File: config.mk
export PLATFORM = sky130hd
export DESIGN_NAME = lod_text_to_dsp_word_parser_core
export DESIGN_NICKNAME = d
export VERILOG_FILES = /design/src/hdl/lodp_pkg.sv /design/src/hdl/lodp_front.sv /design/src/hdl/lodp_queue.sv /design/src/hdl/lodp_back.sv /design/src/hdl/lod_text_to_dsp_word_parser_core.sv
export SDC_FILE = /design/constraint.sdc
export NUM_CORES = 1
export LEC_CHECK = 0
export BUFFER_PORTS_ARGS = -buffer_cell sky130_fd_sc_hd__clkbuf_2
export CAP_MARGIN = 10
export CORE_UTILIZATION = 30
export CTS_BUF_LIST = sky130_fd_sc_hd__clkbuf_4 sky130_fd_sc_hd__clkbuf_8
export DETAILED_ROUTE_END_ITERATION = 6
export PLACE_DENSITY = 0.43
export RECOVER_POWER = 50
export SLEW_MARGIN = 20
export SYNTH_ARGS = -nofsm -noshare
export SYNTH_HDL_FRONTEND = slang
export SYNTH_SLANG_ARGS = --single-unit
File: constraint.sdc
create_clock -name clk -period 11.1 [get_ports clk]
set_input_delay 0.555 -clock clk [delete_from_list [all_inputs] [get_ports clk]]
set_output_delay 0.555 -clock clk [all_outputs]
set_load 0.02 [all_outputs]
File: src/hdl/lodp_pkg.sv
// Shared types, character constants and decode helpers for the load-file parser.
// Used by every module of the parser; depends on nothing.
`default_nettype none

package lodp_pkg;

	typedef struct packed {
		logic [7:0] char_code;
		logic       end_of_text;
	} item_t;

	typedef struct packed {
		logic [14:0] word_position;
		logic [23:0] word_value;
		logic        finished;
		logic [15:0] total_words;
		logic        overflowed;
	} res_t;

	localparam int unsigned MAX_RES = 3;

	typedef struct packed {
		logic [1:0]              cnt;
		res_t [MAX_RES-1:0]      ent;
	} bundle_t;

	localparam int unsigned Q_DEPTH = 4;
	localparam int unsigned Q_AW    = $clog2(Q_DEPTH);

	typedef struct packed {
		logic full;
		logic empty;
	} q_stat_t;

	localparam logic [7:0] CH_US    = 8'h5F;
	localparam logic [7:0] CH_CR    = 8'h0D;
	localparam logic [7:0] CH_LF    = 8'h0A;
	localparam logic [7:0] CH_SP    = 8'h20;
	localparam logic [7:0] CH_P     = 8'h50;
	localparam logic [7:0] CH_X     = 8'h58;
	localparam logic [7:0] CH_D     = 8'h44;
	localparam logic [7:0] CH_A     = 8'h41;
	localparam logic [7:0] CH_T     = 8'h54;
	localparam logic [7:0] CH_E     = 8'h45;
	localparam logic [7:0] CH_N     = 8'h4E;
	localparam logic [7:0] CH_0     = 8'h30;
	localparam logic [7:0] CH_9     = 8'h39;
	localparam logic [7:0] CASE_OFS = 8'd32;

	localparam logic [23:0] MEM_P     = 24'd0;
	localparam logic [23:0] MEM_X     = 24'd1;
	localparam logic [23:0] MEM_OTHER = 24'd2;

	localparam logic [2:0] KW_DATA_LEN = 3'd4;
	localparam logic [2:0] KW_END_LEN  = 3'd3;
	localparam logic [2:0] ADDR_DIGITS = 3'd4;
	localparam logic [2:0] WORD_DIGITS = 3'd6;

	function automatic logic is_eol(input logic [7:0] c);
		return (c == CH_CR) || (c == CH_LF);
	endfunction

	function automatic logic letter_is(input logic [7:0] c, input logic [7:0] up);
		return (c == up) || (c == (up + CASE_OFS));
	endfunction

	// digits give their value; anything else gives (c - 87) mod 16
	function automatic logic [3:0] nibble(input logic [7:0] c);
		if ((c >= CH_0) && (c <= CH_9))
			return c[3:0];
		return c[3:0] + 4'd9;
	endfunction

	function automatic logic [7:0] kw_data_ch(input logic [1:0] idx);
		logic [7:0] r;
		unique case (idx)
			2'd0: r = CH_D;
			2'd1: r = CH_A;
			2'd2: r = CH_T;
			default: r = CH_A;
		endcase
		return r;
	endfunction

	function automatic logic [7:0] kw_end_ch(input logic [1:0] idx);
		logic [7:0] r;
		unique case (idx)
			2'd0: r = CH_E;
			2'd1: r = CH_N;
			default: r = CH_D;
		endcase
		return r;
	endfunction

endpackage

`default_nettype wire

File: src/hdl/lodp_front.sv
// Front end: keyword and section parser, one text byte per transfer.
// Produces a bundle of up to three result words per byte; uses lodp_pkg.
`default_nettype none

module lodp_front #(
	parameter int unsigned OUT_WORDS = 32768
) (
	input  wire logic            clk,
	input  wire logic            arst_n,
	input  wire lodp_pkg::item_t item,
	input  wire logic            take,
	output lodp_pkg::bundle_t    bundle
);
	import lodp_pkg::*;

	localparam int unsigned PW = $clog2(OUT_WORDS + 1);
	localparam logic [PW-1:0] OUT_LIM = PW'(OUT_WORDS);

	typedef enum logic [9:0] {
		PH_SEEK     = 10'b0000000001,
		PH_KW_FIRST = 10'b0000000010,
		PH_KW_DATA  = 10'b0000000100,
		PH_KW_END   = 10'b0000001000,
		PH_SPACES   = 10'b0000010000,
		PH_SKIP_ONE = 10'b0000100000,
		PH_ADDR     = 10'b0001000000,
		PH_HDR_TAIL = 10'b0010000000,
		PH_BODY     = 10'b0100000000,
		PH_DONE     = 10'b1000000000
	} phase_t;

	phase_t      phase_q, phase_d, phase_dec;
	logic [2:0]  kw_q, kw_d;
	logic        als_q, als_d;
	logic [2:0]  dig_q, dig_d;
	logic [23:0] part_q, part_d;
	logic [PW-1:0] npos_q, npos_d;
	logic [14:0] slot_q, slot_d;
	logic [15:0] scnt_q, scnt_d;
	logic        open_q, open_d;
	logic        ovf_q, ovf_d;

	logic        wr_a, cnt_word, rsv, close_b, fin_kw, fin;
	logic [23:0] va;
	logic [7:0]  c;
	logic [3:0]  nib;
	logic [23:0] shifted;
	logic [2:0]  dig_inc;

	assign c       = item.char_code;
	assign nib     = nibble(c);
	assign shifted = {part_q[19:0], nib};
	assign dig_inc = dig_q + 3'd1;

	always_comb begin
		phase_dec = phase_q;
		kw_d      = kw_q;
		als_d     = als_q;
		dig_d     = dig_q;
		part_d    = part_q;
		wr_a      = 1'b0;
		cnt_word  = 1'b0;
		va        = '0;
		rsv       = 1'b0;
		close_b   = 1'b0;
		fin_kw    = 1'b0;
		unique case (phase_q)
			PH_DONE: begin
			end
			PH_KW_FIRST: begin
				kw_d = 3'd1;
				if (letter_is(c, CH_D)) begin
					phase_dec = PH_KW_DATA;
				end else if (letter_is(c, CH_E)) begin
					phase_dec = PH_KW_END;
				end else begin
					phase_dec = PH_SEEK;
					als_d     = is_eol(c);
				end
			end
			PH_KW_DATA: begin
				if ((kw_q < KW_DATA_LEN) && letter_is(c, kw_data_ch(kw_q[1:0]))) begin
					kw_d = kw_q + 3'd1;
					if ((kw_q + 3'd1) == KW_DATA_LEN)
						phase_dec = PH_SPACES;
				end else begin
					phase_dec = PH_SEEK;
					als_d     = is_eol(c);
				end
			end
			PH_KW_END: begin
				if ((kw_q < KW_END_LEN) && letter_is(c, kw_end_ch(kw_q[1:0]))) begin
					kw_d = kw_q + 3'd1;
					if ((kw_q + 3'd1) == KW_END_LEN)
						fin_kw = 1'b1;
				end else begin
					phase_dec = PH_SEEK;
					als_d     = is_eol(c);
				end
			end
			PH_SPACES: begin
				if (c != CH_SP) begin
					wr_a      = 1'b1;
					va        = (c == CH_P) ? MEM_P : ((c == CH_X) ? MEM_X : MEM_OTHER);
					phase_dec = PH_SKIP_ONE;
				end
			end
			PH_SKIP_ONE: begin
				dig_d     = '0;
				part_d    = '0;
				phase_dec = PH_ADDR;
			end
			PH_ADDR: begin
				part_d = {8'd0, shifted[15:0]};
				dig_d  = dig_inc;
				if (dig_inc >= ADDR_DIGITS) begin
					wr_a      = 1'b1;
					va        = {8'd0, shifted[15:0]};
					dig_d     = '0;
					part_d    = '0;
					rsv       = 1'b1;
					als_d     = 1'b0;
					phase_dec = PH_HDR_TAIL;
				end
			end
			PH_HDR_TAIL: begin
				if (is_eol(c)) begin
					als_d     = 1'b1;
					phase_dec = PH_BODY;
				end
			end
			PH_BODY: begin
				if (dig_q != 3'd0) begin
					part_d = shifted;
					dig_d  = dig_inc;
					if (dig_inc >= WORD_DIGITS) begin
						wr_a     = 1'b1;
						cnt_word = 1'b1;
						va       = shifted;
						dig_d    = '0;
						part_d   = '0;
					end
				end else if (is_eol(c)) begin
					als_d = 1'b1;
				end else if (als_q && (c == CH_US)) begin
					close_b   = 1'b1;
					als_d     = 1'b0;
					phase_dec = PH_KW_FIRST;
				end else if (c == CH_SP) begin
					als_d = 1'b0;
				end else begin
					als_d  = 1'b0;
					part_d = {20'd0, nib};
					dig_d  = 3'd1;
				end
			end
			default: begin
				if (als_q && (c == CH_US)) begin
					als_d     = 1'b0;
					phase_dec = PH_KW_FIRST;
				end else begin
					phase_dec = PH_SEEK;
					als_d     = is_eol(c);
				end
			end
		endcase
	end

	assign fin     = fin_kw || (item.end_of_text && (phase_q != PH_DONE));
	assign phase_d = fin ? PH_DONE : phase_dec;

	logic [PW-1:0] pos1, pos2;
	logic          ovf1, ovf2, open1;
	logic [15:0]   scnt1, scnt2;
	logic [14:0]   slot1;
	logic [1:0]    n;

	// word write, slot reservation, section close, status: in that order
	always_comb begin
		bundle = '0;
		n      = 2'd0;
		pos1   = npos_q;
		ovf1   = ovf_q;
		scnt1  = scnt_q;
		if (wr_a) begin
			if (npos_q < OUT_LIM) begin
				bundle.ent[n] = '{word_position: 15'(npos_q), word_value: va,
					finished: 1'b0, total_words: 16'd0, overflowed: ovf_q};
				n    = n + 2'd1;
				pos1 = npos_q + 1'b1;
				if (cnt_word)
					scnt1 = scnt_q + 16'd1;
			end else begin
				ovf1 = 1'b1;
			end
		end
		pos2  = pos1;
		ovf2  = ovf1;
		scnt2 = scnt1;
		slot1 = slot_q;
		open1 = open_q;
		if (rsv) begin
			scnt2 = '0;
			if (pos1 < OUT_LIM) begin
				slot1 = 15'(pos1);
				pos2  = pos1 + 1'b1;
				open1 = 1'b1;
			end else begin
				ovf2  = 1'b1;
				open1 = 1'b0;
			end
		end
		open_d = open1;
		if ((close_b || fin) && open1) begin
			bundle.ent[n] = '{word_position: slot1, word_value: {8'd0, scnt2},
				finished: 1'b0, total_words: 16'd0, overflowed: ovf2};
			n      = n + 2'd1;
			open_d = 1'b0;
		end
		if (fin) begin
			bundle.ent[n] = '{word_position: 15'd0, word_value: 24'd0,
				finished: 1'b1, total_words: 16'(pos2), overflowed: ovf2};
			n = n + 2'd1;
		end
		bundle.cnt = n;
		npos_d     = pos2;
		ovf_d      = ovf2;
		scnt_d     = scnt2;
		slot_d     = slot1;
	end

	always_ff @(posedge clk or negedge arst_n) begin
		if (!arst_n) begin
			phase_q <= PH_SEEK;
			kw_q    <= '0;
			als_q   <= 1'b1;
			dig_q   <= '0;
			part_q  <= '0;
			npos_q  <= '0;
			slot_q  <= '0;
			scnt_q  <= '0;
			open_q  <= 1'b0;
			ovf_q   <= 1'b0;
		end else if (take) begin
			phase_q <= phase_d;
			kw_q    <= kw_d;
			als_q   <= als_d;
			dig_q   <= dig_d;
			part_q  <= part_d;
			npos_q  <= npos_d;
			slot_q  <= slot_d;
			scnt_q  <= scnt_d;
			open_q  <= open_d;
			ovf_q   <= ovf_d;
		end
	end

endmodule

`default_nettype wire

File: src/hdl/lodp_queue.sv
// Short bundle queue between the parser front end and the result back end.
// Uses lodp_pkg for the bundle and status types.
`default_nettype none

module lodp_queue (
	input  wire logic              clk,
	input  wire logic              arst_n,
	input  wire logic              wr,
	input  wire lodp_pkg::bundle_t wdata,
	input  wire logic              rd,
	output lodp_pkg::bundle_t      head,
	output lodp_pkg::q_stat_t      qs
);
	import lodp_pkg::*;

	bundle_t         mem_q [Q_DEPTH];
	logic [Q_AW-1:0] wp_q, rp_q;
	logic [Q_AW:0]   cnt_q;

	assign head     = mem_q[rp_q];
	assign qs.full  = (cnt_q == (Q_AW + 1)'(Q_DEPTH));
	assign qs.empty = (cnt_q == '0);

	always_ff @(posedge clk) begin
		if (wr)
			mem_q[wp_q] <= wdata;
	end

	always_ff @(posedge clk or negedge arst_n) begin
		if (!arst_n) begin
			wp_q  <= '0;
			rp_q  <= '0;
			cnt_q <= '0;
		end else begin
			if (wr)
				wp_q <= wp_q + 1'b1;
			if (rd)
				rp_q <= rp_q + 1'b1;
			if (wr && !rd)
				cnt_q <= cnt_q + 1'b1;
			else if (rd && !wr)
				cnt_q <= cnt_q - 1'b1;
		end
	end

endmodule

`default_nettype wire

File: src/hdl/lodp_back.sv
// Back end: unpacks bundles into single results and holds the output register.
// Uses lodp_pkg for the result and bundle types.
`default_nettype none

module lodp_back (
	input  wire logic              clk,
	input  wire logic              arst_n,
	input  wire lodp_pkg::bundle_t head,
	input  wire lodp_pkg::q_stat_t qs,
	input  wire logic              pop,
	output logic                   q_pop,
	output logic                   empty,
	output lodp_pkg::res_t         result
);
	import lodp_pkg::*;

	res_t       out_q;
	logic       out_vld_q;
	bundle_t    bun_q;
	logic [1:0] idx_q, cnt_q;
	logic       have_rem, load;
	res_t       rem_sel;

	assign have_rem = (idx_q < cnt_q);
	assign load     = !out_vld_q || pop;
	assign q_pop    = load && !have_rem && !qs.empty;
	assign empty    = !out_vld_q;
	assign result   = out_q;

	always_comb begin
		case (idx_q)
			2'd1:    rem_sel = bun_q.ent[1];
			2'd2:    rem_sel = bun_q.ent[2];
			default: rem_sel = bun_q.ent[0];
		endcase
	end

	always_ff @(posedge clk) begin
		if (load) begin
			if (have_rem) begin
				out_q <= rem_sel;
			end else if (!qs.empty) begin
				out_q <= head.ent[0];
				bun_q <= head;
			end
		end
	end

	always_ff @(posedge clk or negedge arst_n) begin
		if (!arst_n) begin
			out_vld_q <= 1'b0;
			idx_q     <= '0;
			cnt_q     <= '0;
		end else if (load) begin
			if (have_rem) begin
				idx_q     <= idx_q + 2'd1;
				out_vld_q <= 1'b1;
			end else if (!qs.empty) begin
				idx_q     <= 2'd1;
				cnt_q     <= head.cnt;
				out_vld_q <= 1'b1;
			end else begin
				out_vld_q <= 1'b0;
			end
		end
	end

endmodule

`default_nettype wire

File: src/hdl/lod_text_to_dsp_word_parser_core.sv
// Top level of the load-file text parser: front end, bundle queue, back end.
// Depends on lodp_pkg, lodp_front, lodp_queue and lodp_back.
//
// Input channel: one text byte per transfer (push/full), with end_of_text on
// the last byte. Result channel: one image word per transfer (empty/pop); the
// oldest result sits on the result port while empty is low.
// The front end takes one byte per cycle while full is low and turns it into
// zero to three results in the same cycle; these wait as one entry in a
// four-entry queue. The back end moves one result per cycle into its output
// register while the receiver keeps up; a result passes through the queue and
// then the output register. Sustained rate: one byte per cycle while results
// are drained as fast as they are made; bytes that make several results hand
// them out one per cycle, and full rises once the queue holds four pending entries.
// When the receiver stalls, the output register holds its result, the queue
// fills and full then holds off new bytes; nothing is dropped.
// After END or the last byte, a status result with finished set closes the
// stream; later bytes are taken and ignored until reset.
// Reset clears the parser to seek the first keyword line, empties the queue
// and the output register.
`default_nettype none

module lod_text_to_dsp_word_parser_core #(
	parameter int unsigned OUT_WORDS = 32768
) (
	input  wire logic            clk,
	input  wire logic            arst_n,
	input  wire logic            push,
	output logic                 full,
	input  wire lodp_pkg::item_t item,
	output logic                 empty,
	input  wire logic            pop,
	output lodp_pkg::res_t       result
);
	import lodp_pkg::*;

	bundle_t bundle, head;
	q_stat_t qs;
	logic    take, q_wr, q_pop;

	assign full = qs.full;
	assign take = push && !qs.full;
	assign q_wr = take && (bundle.cnt != 2'd0);

	lodp_front #(
		.OUT_WORDS(OUT_WORDS)
	) u_front (
		.clk    (clk),
		.arst_n (arst_n),
		.item   (item),
		.take   (take),
		.bundle (bundle)
	);

	lodp_queue u_queue (
		.clk    (clk),
		.arst_n (arst_n),
		.wr     (q_wr),
		.wdata  (bundle),
		.rd     (q_pop),
		.head   (head),
		.qs     (qs)
	);

	lodp_back u_back (
		.clk    (clk),
		.arst_n (arst_n),
		.head   (head),
		.qs     (qs),
		.pop    (pop),
		.q_pop  (q_pop),
		.empty  (empty),
		.result (result)
	);

	a_no_wr_full: assert property (@(posedge clk) disable iff (!arst_n)
		q_wr |-> !qs.full)
		else $error("bundle written into full queue");

	a_full_not_empty: assert property (@(posedge clk) disable iff (!arst_n)
		qs.full |-> !qs.empty)
		else $error("queue status inconsistent");

	a_status_blank: assert property (@(posedge clk) disable iff (!arst_n)
		(!empty && result.finished) |->
			(result.word_position == 15'd0 && result.word_value == 24'd0))
		else $error("status result carries a word");

	a_total_on_status: assert property (@(posedge clk) disable iff (!arst_n)
		(!empty && !result.finished) |-> (result.total_words == 16'd0))
		else $error("word count shown before finish");

endmodule

`default_nettype wire

# Word level (Yosys, flattened, before mapping)

Memories as Yosys holds them, arrays and structs flattened.
Cells that the tools add are included.

Register bits after elaboration: 326
Memory bits (writable): 692
Input bits: 13
Output and inout port bits: 59
Word-level logic and storage cells: 275
Memories kept: 1

Memory list:

| name          | depth | bits a word | read ports | clocked after Yosys merged registers in | write ports | line             | source |
|---|---|---|---|---|---|---|---|
| u_queue.mem_q | 4     | 173         | 1          | 0                                       | 1           | lodp_queue.sv:16 | `bundle_t mem_q [Q_DEPTH];` |

$add $sub $neg: 15
Order comparisons: 13
Equality and inequality tests: 54
Mux-type cells: 111
Bitwise logic cells: 3
Reductions and logical operators: 42

Operator list:

| cell                                                             | number |
|---|---|
| 171-bit bitwise mux                                              | 2 |
| 171-bit 2-to-1 mux                                               | 2 |
| 57-bit 2-to-1 mux                                                | 6 |
| 57-bit demux with 2-bit select                                   | 2 |
| 16-bit 2-to-1 mux                                                | 10 |
| 57-bit case mux with 2 select lines                              | 1 |
| 10-bit 2-to-1 mux                                                | 11 |
| 20-bit 2-to-1 mux                                                | 5 |
| 24-bit 2-to-1 mux                                                | 4 |
| 10-bit case mux with 9 select lines                              | 1 |
| 24-bit case mux with 3 select lines                              | 1 |
| 20-bit case mux with 3 select lines                              | 1 |
| 8-bit by 7-bit == test with 1-bit output (second input constant) | 7 |
| 16-bit by 1-bit adder with 16-bit output (second input constant) | 3 |
| 1-bit 2-to-1 mux                                                 | 35 |
| 8-bit == test                                                    | 4 |
| 16-bit less-than comparator (second input constant)              | 2 |
| 15-bit 2-to-1 mux                                                | 2 |
| 3-bit 2-to-1 mux                                                 | 10 |
| 3-bit by 2-bit != test with 1-bit output (second input constant) | 6 |
| 3-bit case mux with 3 select lines                               | 2 |
| 8-bit by 6-bit adder with 8-bit output (second input constant)   | 2 |
| 8-bit by 4-bit == test with 1-bit output (second input constant) | 2 |
| 8-bit 2-to-1 mux                                                 | 2 |
| 53 further kinds                                                 | 115 |

# Depth between registers and ports, before layout

Depth in word-level cells: 21
Mapped depth: 20
Depth with buffers taken out: 19

# By module

A second synthesis with hierarchy kept.

Cell total of the unflattened synthesis: 2440
Area, all modules: 41252.1 sq um

Modules (own cells, without submodules):

| module                           | instances | cells each | area an instance (sq um) | seq. area each (sq um) |
|---|---|---|---|---|
| lodp_queue                       | 1         | 938        | 25364.3                  | 20955.1 |
| lodp_back                        | 1         | 577        | 8775.9                   | 6971.7 |
| lodp_front                       | 1         | 923        | 7090.6                   | 2154.6 |
| lod_text_to_dsp_word_parser_core | 1         | 2          | 21.3                     | 0.0 |

# Least setup slack after synthesis

No wires, ideal clock.

Path kind: flip-flop to flip-flop
Start: register u_back.idx_q[1]
End: register u_queue.cnt_q[1]
Library setup time: 0.125 ns
Arrival: 11.052 ns
Data required time: 10.975 ns
Slack: -0.077 ns
Cell stages (with the launch flop): 9
Path buffers: 0
Clock period less this slack: 11.177 ns
Path through: dfrtp_1 > ha_1 > a21oi_1 > nor3_1 > inv_1 > ha_1 > inv_1 > fa_1 > mux2_2

Cells in the longest elaborated chain, start to end: 7
Elaborated cells between the ends (all ways): 9
Those cells by class: order compare (1); mux (1); reduce/logical (7)

RTL lines:

| element                                                       | line             | source |
|---|---|---|
| from (decl)                                                   | lodp_back.sv:20  | `logic [1:0] idx_q, cnt_q;` |
| from (signal assigned)                                        | lodp_back.sv:56  | `idx_q <= idx_q + 2'd1;` |
| 2-bit less-than comparator *                                  | lodp_back.sv:24  | `assign have_rem = (idx_q < cnt_q);` |
| 1-bit logical NOT *                                           | lodp_back.sv:26  | `assign q_pop = load && !have_rem && !qs.empty;` |
| 1-bit logical AND * (2 in a row)                              | lodp_back.sv:26  |  |
| 1-bit logical NOT                                             | lodp_queue.sv:39 | `if (wr && !rd)` |
| 1-bit logical AND                                             | lodp_queue.sv:39 |  |
| 3-bit 2-to-1 mux / 2-bit nonzero test (equally long branches) | -                |  |
| to (signal assigned)                                          | lodp_queue.sv:40 | `cnt_q <= cnt_q + 1'b1;` |
| to (signal assigned)                                          | lodp_queue.sv:42 | `cnt_q <= cnt_q - 1'b1;` |
| to (decl)                                                     | lodp_queue.sv:18 | `logic [Q_AW:0] cnt_q;` |

Every way passes the cells marked *; elsewhere a longest branch is shown, timed or not.
A chain may end at the register's enable or synchronous reset.

==> impl_metrics.env <==
export IMPL_syn2layout_area_growth_pct=14.63
export IMPL_fmax_mhz=133.4
export IMPL_cp_data_arrival_time_ns=7.90
export IMPL_async_flop_share=0.1252
export IMPL_hp_class="primary input to flop"
export IMPL_drtPass1Iterations=5
export IMPL_die_h_um=331.3
export IMPL_total_power_w=0.009718
export IMPL_powerDensity_nw_per_um2=260.6
export IMPL_max_cap_violations=14
export IMPL_drt_initial_drc_count=1365
export IMPL_ys_flop_type="edfxtp_1"
export IMPL_synth_seq_cells=783
export IMPL_synth_area_um2=32520
export IMPL_first_global_vias=19460
export IMPL_post_cts_setup_buffers=0
export IMPL_clk_latency_ns=0.81
export IMPL_synth_most_common_cell="edfxtp_1"
export IMPL_yosysWarnings=0
export IMPL_synthDominantCellAreaShare=0.6324
export IMPL_core_area_um2=107200
export IMPL_synthXorXnorAreaFrac=0.01185
export IMPL_grt_use_total=0.1578
export IMPL_cp_max_fo=38
export IMPL_synth_commonest_cells="edfxtp_1 (685), nor2_1 (202), nand2_1 (157), mux4_2 (126)"
export IMPL_cts_buffer_depth=3
export IMPL_hold_viol=0
export IMPL_min_period_ns=7.498
export IMPL_die_width_um=331.3
export IMPL_syn_area_per_cell_um2=15.66
export IMPL_std_cell_rows=120
export IMPL_clk_pin_slew_ns=0.06
export IMPL_vias=18580
export IMPL_io_buffers=71
export IMPL_initial_core_util=0.3034
export IMPL_p_leak_nw=12.84
export IMPL_syn_inst=2077
export IMPL_yosys_mux_area_fraction=0.09498
export IMPL_grt_pass1_wl_um=129200
export IMPL_slew_violations=572
export IMPL_cts_buffers=139
export IMPL_synth_simple_area_share=0.08398
export IMPL_h_tree_depth=4
export IMPL_tns_ns=0
export IMPL_drcViolationCount=0
export IMPL_gp_congestion=0.8753
export IMPL_violations="max-capacitance violations, max-slew violations"
export IMPL_synthTopCellsByArea="edfxtp_1 (63%), mux4_2 (8.7%), dfrtp_1 (7.4%)"
export IMPL_dp_final_hpwl_um=51690
export IMPL_worst_pin_slew_ns=3.785
export IMPL_slew_headroom=-1.523
export IMPL_synth_edf_count=685
export IMPL_synth_top_family_by_area="multiplexers"
export IMPL_clockRootBuffer="clkbuf_8"
export IMPL_finClkSkew_ns=0.04671
export IMPL_cp_start_kind="flop"
export IMPL_period_share=0.6755
export IMPL_tritoncts="built"
export IMPL_rsz0062_at_grt="no"
export IMPL_clock_sinks=783
export IMPL_seq_area_frac_synth=0.7079
export IMPL_synth_compound_area_share=0.07028
export IMPL_irDropWorstVdd_v=0.0002203
export IMPL_finalNetCount=2255
export IMPL_dieArea_um2=109700
export IMPL_grt_ovfl_total=0
export IMPL_grt_max_degree=130
export IMPL_drt_total_wl_um=86180
export IMPL_synth_cell_types=89
export IMPL_status="finished, violations left"
export IMPL_ant_nets=0
export IMPL_wl_per_cell_um=23.12
export IMPL_ios=72
export IMPL_drive_gt1_frac=0.1929
export IMPL_synth_largest_area_cell="edfxtp_1"
export IMPL_cp_end_kind="flop"
export IMPL_synthAdderAreaFrac=0.01139
export IMPL_syn_num_nets=2119
export IMPL_finalSetupViolCount=0
export IMPL_worstPathRequired_ns=11.50
export IMPL_via_per_inst=4.985
export IMPL_antenna_found_initial=1
export IMPL_critPathKind="flop to flop"
## registers in the layout, indices dropped and copies added, names as in the netlist, 2 cells and up
register,flops
u_front.dig_q,3
u_back.result,57
u_queue.wp_q,2
u_front.kw_q,3
u_back.idx_q,2
u_front.phase_q,10
u_front.slot_q,15
u_back.bun_q,124
u_queue.rp_q,2
u_front.npos_q,16
u_front.part_q,20
u_queue.mem_q,504
u_queue.cnt_q,3
u_front.scnt_q,16
u_back.cnt_q,2
## critical path, cell delays in order (launching register included)
cell      delay [ns]
dfrtp_1         0.40
ha_1            0.32
xor2_1          0.43
nand4_2         0.14
clkbuf_1        0.63
a211oi_1        1.38
a21oi_1         0.21
a21oi_1         0.63
inv_1           0.10
ha_1            0.24
o21ai_0         0.08
buf_4           0.49
o21a_1          0.30
o21ai_2         0.21
nor2_4          0.24
buf_4           0.54
buf_4           0.66
## per-layer routing
metal,up-vias,routed length [µm],share of wire,track usage
met5,-,0,0,0
met4,0,1724,0.020,0.04988
met3,124,3674,0.043,0.02812
met2,430,41290,0.48,0.2548
met1,9632,39490,0.46,0.2156
li1,8394,-,-,-
## power by group
part | switching, W | internal [W]
combinational | 0.00176 | 0.000916
clock | 0.00121 | 0.00150
sequential | 0.000269 | 0.00407
total | 0.00324 | 0.00648
## worst paths after layout
| check | startpoint | depth (start not counted) | to | slack (ns) |
|---|---|---|---|---|
| min in group asynchronous | arst_n | 2 | u_front.part_q[2]$_DFFE_PN0P_ | 1.49 |
| min reg2reg | u_front.slot_q[14]$_DFFE_PN0P_ | 2 | u_front.slot_q[14]$_DFFE_PN0P_ | 0.49 |
| max reg2reg | u_front.dig_q[0]$_DFFE_PN0P_ | 16 | u_queue.mem_q[2][115]$_DFFE_PP_ | 3.60 |
| max in group asynchronous | arst_n | 3 | u_queue.rp_q[0]$_DFFE_PN0P_ | 5.03 |
| max | u_front.dig_q[0]$_DFFE_PN0P_ | 16 | u_queue.mem_q[2][115]$_DFFE_PP_ | 3.60 |
| min | pop | 4 | u_back.out_vld_q$_DFFE_PN0N_ | 0.19 |
## layout by cell type (no fill, tap or decap), drive strengths merged, types with 34 or more instances in the layout
cell type and n:
clkinv 38, mux4 126, nand3 38, a21oi 52, edfxtp 685, nand2 157, o21ai 98, buf 34
inv 50, clkbuf 282, nor2 203, dfrtp 96, nor3 46
## logic make-up after synthesis
family | after synthesis
buffers and inverters | 165
adder cells (fa/ha/maj) | 29
XOR/XNOR | 44
AND/OR/NAND/NOR | 574
multiplexers | 150
flip-flops | 783
AO/OA/AOI/OAI | 332
## cell type report
| cell class | instances | area (µm²) |
|---|---|---|
| Timing Repair Buffer | 117 | 606.8 |
| Inverter | 43 | 161.4 |
| Antenna cell | 1 | 2.502 |
| Fill cell | 10390 | 69920 |
| Clock inverter | 51 | 347.8 |
| Sequential cell | 783 | 23030 |
| Clock buffer | 200 | 2452 |
| Multi-Input combinational cell | 1129 | 8930 |
| Tap cell | 1403 | 1755 |
## through the flow
step	instances	hold WS, ns	worst slack (ns)	instance area (µm²)	util
floorplan	2077	0.2594	1.870	32530	-
global placement	3473	0.4637	4.714	34610	0.3229
detailed placement	3473	0.4731	4.504	34620	0.3229
CTS	3725	0.1507	4.411	37430	0.3491
global route	3727	0.1718	3.028	37280	0.3478
finish	3727	0.1887	3.602	37280	0.3478
## what timing repair did
action,CTS,global route
hold buffers,1,0
endpoints found under the hold margin,53,0
resized for setup,0,0
endpoints found under the setup margin,0,0
No activity file was read; power rests on OpenSTA's default activity.
